[src/hdl/rtcc_pkg.sv]
package rtcc_pkg;

    localparam int YearW = 14;
    localparam int MonW  = 4;
    localparam int DayW  = 5;
    localparam int HourW = 5;
    localparam int MinW  = 6;
    localparam int SecW  = 6;
    localparam int TickW = 16;

    localparam logic [YearW-1:0] YearMax   = 14'd9999;
    localparam logic [YearW-1:0] YearReset = 14'd2000;
    localparam logic [MonW-1:0]  MonMax    = 4'd12;
    localparam logic [HourW-1:0] HourMax   = 5'd23;
    localparam logic [MinW-1:0]  MinMax    = 6'd59;
    localparam logic [SecW-1:0]  SecMax    = 6'd59;

    localparam logic [TickW-1:0] TicksReset = 16'd5000;

    // reciprocal of 100 for years below 10000: q = (y * 5243) >> 19
    localparam int          RecipShift = 19;
    localparam logic [12:0] Recip100   = 13'd5243;

    localparam int CfgAddrW = 3;
    localparam int CfgDataW = 16;

    typedef enum logic [CfgAddrW-1:0] {
        REG_TICKS_PER_SECOND = 3'd0,
        REG_ALARM_HOUR       = 3'd1,
        REG_ALARM_MINUTE     = 3'd2,
        REG_ALARM_SECOND     = 3'd3,
        REG_OFFSET_HOURS     = 3'd4,
        REG_OFFSET_MINUTES   = 3'd5,
        REG_OFFSET_SECONDS   = 3'd6
    } t_cfg_reg;

    typedef enum logic {
        REQ_TICK = 1'b0,
        REQ_SET  = 1'b1
    } t_req_type;

    typedef struct packed {
        logic [TickW-1:0] ticks_per_second;
        logic [HourW-1:0] alarm_hour;
        logic [MinW-1:0]  alarm_minute;
        logic [SecW-1:0]  alarm_second;
        logic [HourW-1:0] offset_hours;
        logic [MinW-1:0]  offset_minutes;
        logic [SecW-1:0]  offset_seconds;
    } t_cfg;

    typedef struct packed {
        t_req_type        req_type;
        logic [YearW-1:0] set_year;
        logic [MonW-1:0]  set_month;
        logic [DayW-1:0]  set_day;
        logic [HourW-1:0] set_hour;
        logic [MinW-1:0]  set_minute;
        logic [SecW-1:0]  set_second;
    } t_req;

    typedef struct packed {
        logic [YearW-1:0] year;
        logic [MonW-1:0]  month;
        logic [DayW-1:0]  day;
        logic [HourW-1:0] hour;
        logic [MinW-1:0]  minute;
        logic [SecW-1:0]  second;
        logic             alarm;
    } t_time;

    function automatic logic is_leap(input logic [YearW-1:0] y);
        logic [26:0]      prod;
        logic [6:0]       q;
        logic [YearW-1:0] r;
        prod = 27'(y) * 27'(Recip100);
        q    = prod[RecipShift +: 7];
        r    = y - YearW'(q) * YearW'(100);
        return (y[1:0] == 2'd0) && ((r != '0) || (q[1:0] == 2'd0));
    endfunction

    function automatic logic [DayW-1:0] month_len(input logic [MonW-1:0] m,
                                                  input logic leap);
        logic [DayW-1:0] len;
        case (m) inside
            4'd2:                  len = leap ? 5'd29 : 5'd28;
            4'd4, 4'd6, 4'd9, 4'd11: len = 5'd30;
            default:               len = 5'd31;
        endcase
        return len;
    endfunction

endpackage

[src/hdl/rtcc_cfg.sv]
module rtcc_cfg
    import rtcc_pkg::*;
(
    input  logic                i_clk,
    input  logic                i_rst_n,
    input  logic                i_we,
    input  logic [CfgAddrW-1:0] i_addr,
    input  logic [CfgDataW-1:0] i_data,
    output t_cfg                o_cfg
);

    t_cfg r_cfg;

    always_ff @(posedge i_clk) begin
        if (!i_rst_n) begin
            r_cfg.ticks_per_second <= TicksReset;
            r_cfg.alarm_hour       <= '0;
            r_cfg.alarm_minute     <= '0;
            r_cfg.alarm_second     <= '0;
            r_cfg.offset_hours     <= '0;
            r_cfg.offset_minutes   <= MinW'(1);
            r_cfg.offset_seconds   <= '0;
        end else if (i_we) begin
            unique case (t_cfg_reg'(i_addr))
                REG_TICKS_PER_SECOND: r_cfg.ticks_per_second <= i_data[TickW-1:0];
                REG_ALARM_HOUR:       r_cfg.alarm_hour       <= i_data[HourW-1:0];
                REG_ALARM_MINUTE:     r_cfg.alarm_minute     <= i_data[MinW-1:0];
                REG_ALARM_SECOND:     r_cfg.alarm_second     <= i_data[SecW-1:0];
                REG_OFFSET_HOURS:     r_cfg.offset_hours     <= i_data[HourW-1:0];
                REG_OFFSET_MINUTES:   r_cfg.offset_minutes   <= i_data[MinW-1:0];
                REG_OFFSET_SECONDS:   r_cfg.offset_seconds   <= i_data[SecW-1:0];
                default: ;
            endcase
        end
    end

    assign o_cfg = r_cfg;

endmodule

[src/hdl/rtcc_time.sv]
module rtcc_time
    import rtcc_pkg::*;
(
    input  logic  i_clk,
    input  logic  i_rst_n,
    input  logic  i_step,
    input  t_req  i_req,
    input  t_cfg  i_cfg,
    output t_time o_next
);

    logic [TickW-1:0] r_tick;
    t_time            r_time;

    logic [TickW-1:0] n_tick;
    t_time            n_time;
    t_time            w_adv;
    t_time            w_set;
    logic [TickW:0]   w_tick_inc;
    logic             w_sec_adv;
    logic [DayW-1:0]  w_cur_len;
    logic [DayW-1:0]  w_set_len;
    logic [HourW:0]   w_hour_sum;
    logic [MinW:0]    w_min_sum;
    logic [SecW:0]    w_sec_sum;

    assign w_tick_inc = {1'b0, r_tick} + (TickW+1)'(1);
    assign w_sec_adv  = w_tick_inc >= {1'b0, i_cfg.ticks_per_second};
    assign w_cur_len  = month_len(r_time.month, is_leap(r_time.year));

    // advance one second
    always_comb begin
        w_adv = r_time;
        if (r_time.second != SecMax) begin
            w_adv.second = r_time.second + SecW'(1);
        end else begin
            w_adv.second = '0;
            if (r_time.minute != MinMax) begin
                w_adv.minute = r_time.minute + MinW'(1);
            end else begin
                w_adv.minute = '0;
                if (r_time.hour != HourMax) begin
                    w_adv.hour = r_time.hour + HourW'(1);
                end else begin
                    w_adv.hour = '0;
                    if (r_time.day < w_cur_len) begin
                        w_adv.day = r_time.day + DayW'(1);
                    end else begin
                        w_adv.day = DayW'(1);
                        if (r_time.month < MonMax) begin
                            w_adv.month = r_time.month + MonW'(1);
                        end else begin
                            w_adv.month = MonW'(1);
                            w_adv.year  = (r_time.year >= YearMax) ? '0
                                        : r_time.year + YearW'(1);
                        end
                    end
                end
            end
        end
    end

    // clamp loaded fields
    always_comb begin
        w_set        = r_time;
        w_set.year   = (i_req.set_year > YearMax) ? YearMax : i_req.set_year;
        w_set.month  = (i_req.set_month == '0) ? MonW'(1)
                     : (i_req.set_month > MonMax) ? MonMax : i_req.set_month;
        w_set_len    = month_len(w_set.month, is_leap(w_set.year));
        w_set.day    = (i_req.set_day == '0) ? DayW'(1)
                     : (i_req.set_day > w_set_len) ? w_set_len : i_req.set_day;
        w_set.hour   = (i_req.set_hour > HourMax) ? HourMax : i_req.set_hour;
        w_set.minute = (i_req.set_minute > MinMax) ? MinMax : i_req.set_minute;
        w_set.second = (i_req.set_second > SecMax) ? SecMax : i_req.set_second;
    end

    assign w_hour_sum = {1'b0, i_cfg.alarm_hour} + {1'b0, i_cfg.offset_hours};
    assign w_min_sum  = {1'b0, i_cfg.alarm_minute} + {1'b0, i_cfg.offset_minutes};
    assign w_sec_sum  = {1'b0, i_cfg.alarm_second} + {1'b0, i_cfg.offset_seconds};

    always_comb begin
        n_tick = r_tick;
        n_time = r_time;
        if (i_req.req_type == REQ_SET) begin
            n_time = w_set;
        end else begin
            n_tick = w_sec_adv ? '0 : w_tick_inc[TickW-1:0];
            if (w_sec_adv) begin
                n_time = w_adv;
            end
        end
        if (n_time.hour == i_cfg.alarm_hour && n_time.minute == i_cfg.alarm_minute
            && n_time.second == i_cfg.alarm_second) begin
            n_time.alarm = 1'b0;
        end
        if ({1'b0, n_time.hour} == w_hour_sum && {1'b0, n_time.minute} == w_min_sum
            && {1'b0, n_time.second} == w_sec_sum) begin
            n_time.alarm = 1'b1;
        end
    end

    always_ff @(posedge i_clk) begin
        if (!i_rst_n) begin
            r_tick        <= '0;
            r_time.year   <= YearReset;
            r_time.month  <= MonW'(1);
            r_time.day    <= DayW'(1);
            r_time.hour   <= '0;
            r_time.minute <= '0;
            r_time.second <= '0;
            r_time.alarm  <= 1'b1;
        end else if (i_step) begin
            r_tick <= n_tick;
            r_time <= n_time;
        end
    end

    assign o_next = n_time;

endmodule

[src/hdl/rtc_calendar_with_alarm_core.sv]
// Real-time clock and calendar with an alarm output level.
// Input stream: one word per request. s_axis_tuser = req_type (0 tick, 1 load
// date and time); s_axis_tdata carries the date and time to load.
// Output stream: one word per request, giving date, time and alarm level
// after that request.
// Configuration: i_cfg_we / i_cfg_addr / i_cfg_data write one register per
// cycle (0 ticks per second, 1..3 alarm time, 4..6 offsets); index 7 is ignored.
// Path from input accept to output valid: input register, then one pass of
// counter, carry and leap logic into the output register.
// Throughput: one word per cycle unless the output stalls; the calendar state
// feeds back within that single pass so consecutive words follow with no gap.
// A stalled receiver holds the output word; the input register still takes
// one more word, after which s_axis_tready drops until the output moves.
// Reset (synchronous, active low): 2000-01-01 00:00:00, prescaler 0, alarm
// level 1, registers at their defaults, both stages empty.
module rtc_calendar_with_alarm_core
    import rtcc_pkg::*;
(
    input  logic                i_clk,
    input  logic                i_rst_n,
    input  logic                i_cfg_we,
    input  logic [CfgAddrW-1:0] i_cfg_addr,
    input  logic [CfgDataW-1:0] i_cfg_data,
    input  logic                s_axis_tvalid,
    output logic                s_axis_tready,
    // set_year[13:0], set_month[17:14], set_day[22:18], set_hour[27:23],
    // set_minute[33:28], set_second[39:34]
    input  logic [39:0]         s_axis_tdata,
    // req_type[0]
    input  logic                s_axis_tuser,
    output logic                m_axis_tvalid,
    input  logic                m_axis_tready,
    // now_year[13:0], now_month[17:14], now_day[22:18], now_hour[27:23],
    // now_minute[33:28], now_second[39:34], alarm_line[40], zero[47:41]
    output logic [47:0]         m_axis_tdata
);

    t_cfg  w_cfg;
    t_req  r_req;
    t_time w_next;
    t_time r_out;
    logic  r_s1_valid;
    logic  r_out_valid;
    logic  w_adv;
    logic  w_step;

    rtcc_cfg u_cfg (
        .i_clk   (i_clk),
        .i_rst_n (i_rst_n),
        .i_we    (i_cfg_we),
        .i_addr  (i_cfg_addr),
        .i_data  (i_cfg_data),
        .o_cfg   (w_cfg)
    );

    assign w_adv         = !r_out_valid || m_axis_tready;
    assign w_step        = r_s1_valid && w_adv;
    assign s_axis_tready = !r_s1_valid || w_adv;

    always_ff @(posedge i_clk) begin
        if (!i_rst_n) begin
            r_s1_valid <= 1'b0;
        end else if (s_axis_tready) begin
            r_s1_valid <= s_axis_tvalid;
        end
    end

    always_ff @(posedge i_clk) begin
        if (s_axis_tready && s_axis_tvalid) begin
            r_req.req_type   <= t_req_type'(s_axis_tuser);
            r_req.set_year   <= s_axis_tdata[13:0];
            r_req.set_month  <= s_axis_tdata[17:14];
            r_req.set_day    <= s_axis_tdata[22:18];
            r_req.set_hour   <= s_axis_tdata[27:23];
            r_req.set_minute <= s_axis_tdata[33:28];
            r_req.set_second <= s_axis_tdata[39:34];
        end
    end

    rtcc_time u_time (
        .i_clk   (i_clk),
        .i_rst_n (i_rst_n),
        .i_step  (w_step),
        .i_req   (r_req),
        .i_cfg   (w_cfg),
        .o_next  (w_next)
    );

    always_ff @(posedge i_clk) begin
        if (!i_rst_n) begin
            r_out_valid <= 1'b0;
        end else if (w_adv) begin
            r_out_valid <= r_s1_valid;
        end
    end

    always_ff @(posedge i_clk) begin
        if (w_step) begin
            r_out <= w_next;
        end
    end

    assign m_axis_tvalid = r_out_valid;
    assign m_axis_tdata  = {7'd0, r_out.alarm, r_out.second, r_out.minute,
                            r_out.hour, r_out.day, r_out.month, r_out.year};

    a_reset_empty: assert property (@(posedge i_clk)
        !i_rst_n |=> !m_axis_tvalid)
        else $error("output valid right after reset");

    a_step_fills: assert property (@(posedge i_clk) disable iff (!i_rst_n)
        w_step |=> m_axis_tvalid)
        else $error("processed word did not reach the output");

    a_month_legal: assert property (@(posedge i_clk) disable iff (!i_rst_n)
        m_axis_tvalid |-> (r_out.month != '0 && r_out.month <= MonMax))
        else $error("month out of range");

    a_time_legal: assert property (@(posedge i_clk) disable iff (!i_rst_n)
        m_axis_tvalid |-> (r_out.day != '0 && r_out.second <= SecMax
                           && r_out.minute <= MinMax && r_out.hour <= HourMax))
        else $error("time field out of range");

endmodule
[config.mk]
export PLATFORM = sky130hd
export DESIGN_NAME = rtc_calendar_with_alarm_core
export DESIGN_NICKNAME = d
export VERILOG_FILES = /design/src/hdl/rtcc_pkg.sv /design/src/hdl/rtcc_cfg.sv /design/src/hdl/rtcc_time.sv /design/src/hdl/rtc_calendar_with_alarm_core.sv
export SDC_FILE = /design/constraint.sdc
export NUM_CORES = 1
export LEC_CHECK = 0
export BUFFER_PORTS_ARGS = -buffer_cell sky130_fd_sc_hd__buf_2
export CAP_MARGIN = 25
export CORE_ASPECT_RATIO = 0.7
export CORE_MARGIN = 2
export CORE_UTILIZATION = 25
export DETAILED_ROUTE_END_ITERATION = 10
export GPL_ROUTABILITY_DRIVEN = 0
export PLACE_DENSITY = 0.46
export RECOVER_POWER = 50
export SLEW_MARGIN = 0
export SYNTH_ARGS = -nofsm -noshare
export SYNTH_HDL_FRONTEND = slang
export SYNTH_SLANG_ARGS = --single-unit
[constraint.sdc]
create_clock -name i_clk -period 26.4 [get_ports i_clk]
set_clock_uncertainty 0.2 [all_clocks]
set_input_delay 5.28 -clock i_clk [delete_from_list [all_inputs] [get_ports i_clk]]
set_output_delay 5.28 -clock i_clk [all_outputs]
set_load 0.01 [all_outputs]
==> results.cfg <==
[clock_tree]
cts-root-buf = clkbuf_16
cts_resized = 0
clk_path_buf_depth = 2
clkTransAtPathRegs_ps = 90
post_cts_buffers = 0
hold_buffers = 0
cts_buffers = 17
clock-sinks = 191
worstSkewPairLatency_ps = 500
cts_tree = yes
htreeDepth = 4

[setup_path]
r2r_start = r_req[32]
critical_path_required_ps = 26640
r2r_setup_slack_ps = 14040
critPathMostFrequentCell = a21oi_1
arrival_ps = 12590
critical_path.slowest_cell = edfxtp_1
max_stage_delay_ps = 660
reg2reg_depth = 47
end_kind = register
cp-start-kind = register
reg2reg_to = u_time.r_time[19]
critPathMaxFanout = 16
crit_type = reg -> reg

[global_routing]
grt_pass1_vias = 16809
grt_max_degree = 64
gr-total-overflow = 0
track_usage_pct = 15.8
grt_first_pass_wirelength_mm = 103
antenna_found_initial = 4

[die]
rows = 87
core_um2 = 81000
die_height_um = 244
initial_core_util_pct = 25.4
die_w_um = 347
io_pins = 115
dieArea_um2 = 84500

[timing]
maxSlewViolCount = 23
rsz0062_at_grt = false
period_share_pct = 46.8
max_freq_mhz = 80.9
worst_slew_pin_slew_ps = 1520
fin_setup_tns_ps = 0
hold_violations = 0
setup_viol_count_final = 0
max_slew_margin_pct = -1.27
fin_crit_ps = 12360

[synth]
synthTopCellsByArea = ha_1, edfxtp_1, fa_1
synth_edf_count = 82
yosysTopAreaCellShare_pct = 19.0
yosysTopAreaCell = ha_1
syn_avg_cell_area_um2 = 8.82
synth_seq_cells = 191
ys_warn_count = 0
syn_inst = 2329
async_reset_ff_share_pct = 0
yosys.cell_types.count = 94
synth_area_um2 = 20500
ys_seq_area_share_pct = 22.6
ys.flop_type = dfxtp_1

[routing]
drc_errors = 0
dr.first_iter.drc_count = 1575
num_vias = 17284
ant_nets = 0
drt-pass1-iter-count = 8
wl_per_cell_um = 19.1
viasPerCell = 4.96
wl_mm = 66.6

[hold_path]
min_to = u_cfg.o_cfg[40]
min_from = u_cfg.o_cfg[40]
hold_class = reg -> reg
hold_depth = 2

[place]
hpwlAfterDp_mm = 54.2
portBuffers = 107

[run_status]
violations = max-capacitance violations, max-slew violations
outcome = complete, but fails checks

[job]
drv_cap = 2

[layout]
final_layout_size_suffix_gt1_share_pct = 5.97
syn_to_final_growth_pct = 11.0
nets = 2895
cell families after synthesis:
logic type	share of synthesized area [%]
AOI/OAI and AO/OA	15.5
and+or+nand+nor	15.5
DFF	22.6
adders and majority gates	30.8
xor gates and xnor gates	5.74
buffers and inverters	7.00
muxes	2.80
other	0.0183
metrics by stage:
stage / instances / setup slack, ps / hold WS, ps / area [µm²] / utilization [%]
final: 3483 / 14040 / 260 / 22800 / 28.1
after CTS: 3479 / 14080 / 265 / 22900 / 28.3
after global placement: 3445 / 14400 / 252 / 22300 / 27.5
after global routing: 3480 / 12880 / 282 / 22800 / 28.1
after floorplan: 2336 / 15320 / 236 / 20600 / -
after detailed placement: 3447 / 14170 / 254 / 22300 / 27.5
critical path, delay by kind of cell (launching register included):
family	cells	cell delay (ps)
AO/OA/AOI/OAI	21	3980
XOR/XNOR	2	440
adder cells (fa/ha/maj)	9	3850
buffers and inverters	6	440
flip-flops	1	660
AND/OR/NAND/NOR	9	2680
synth_stat cells, drive strengths merged, types with 8 or more instances:
cell type,count
o2111ai,10
o22ai,10
a211oi,25
buf,13
clkbuf,76
mux2i,53
a22oi,9
a21o,29
nand2b,22
inv,282
nand2,194
dfxtp,109
xor2,40
nand3b,11
nor3,42
xnor2,92
or2,11
fa,120
o31ai,11
nor4,19
nand4,17
a21oi,149
or3,17
and3,28
o21a,15
a2111oi,8
o21bai,8
nor3b,8
o211ai,21
a31oi,28
ha,312
edfxtp,82
nand3,44
nor2b,17
and2,17
or4,8
o21ai,94
a211o,9
nor2,177
cell usage in the layout (no fill, tap or decap), drive strengths merged, types with 9 or more instances in the layout:
master and n:
ha 312, inv 287, nand2 194, nor2 177, a21oi 149, fa 120, dfxtp 109, o21ai 94
xnor2 92, edfxtp 82, buf 80, clkbuf 70, mux2i 53, nand3 44, nor3 42, xor2 40
a21o 29, and3 28, a31oi 28, a211oi 25, nand2b 22, o211ai 21, nor4 19, nand4 17
nor2b 17, or3 17, and2 17, o21a 15, or2 11, o31ai 11, nand3b 11, o22ai 10
o2111ai 10, a22oi 9, a211o 9
flip-flops by register name, summed over array words and instances (netlist names):
register       flops
m_axis_tvalid      1
r_req             41
u_cfg.o_cfg       50
u_time.r_time     41
m_axis_tdata      41
r_s1_valid         1
u_time.r_tick     16
per-layer routing:
layer | routed length (µm) | part of all wire [%] | vias to the layer above | GRT usage (%)
met2 | 25700 | 39 | 525 | 21.4
met5 | 13 | 0.020 | - | 0
met4 | 829 | 1.2 | 2 | 3.22
met3 | 4500 | 6.7 | 43 | 3.63
li1 | - | - | 8295 | -
met1 | 35600 | 53 | 8419 | 24.8
layout make-up:
class / count / area (µm²)
fillers: 8736 / 58200
multi-input cells: 1772 / 14500
flip-flops and latches: 191 / 4640
well taps: 1068 / 1340
inverters: 284 / 1070
repair buffers: 132 / 643
clock buffers: 18 / 439
clock inverters: 14 / 178
diodes: 4 / 10.0
worst max path at each step:
stage / depth (start not counted) / slack, ps / to / from
floorplan: 48 / 15320 / m_axis_tdata[18] / r_req[33]
global placement: 45 / 14400 / m_axis_tdata[18] / r_req[33]
detailed placement: 45 / 14170 / m_axis_tdata[18] / r_req[32]
CTS: 47 / 14080 / u_time.r_time[19] / r_req[32]
global route: 47 / 12880 / u_time.r_time[19] / r_req[32]
finish: 47 / 14040 / u_time.r_time[19] / r_req[32]
Power is not shown: default switching activity piles up to over one toggle a cycle in this logic, so the estimate is an artifact.
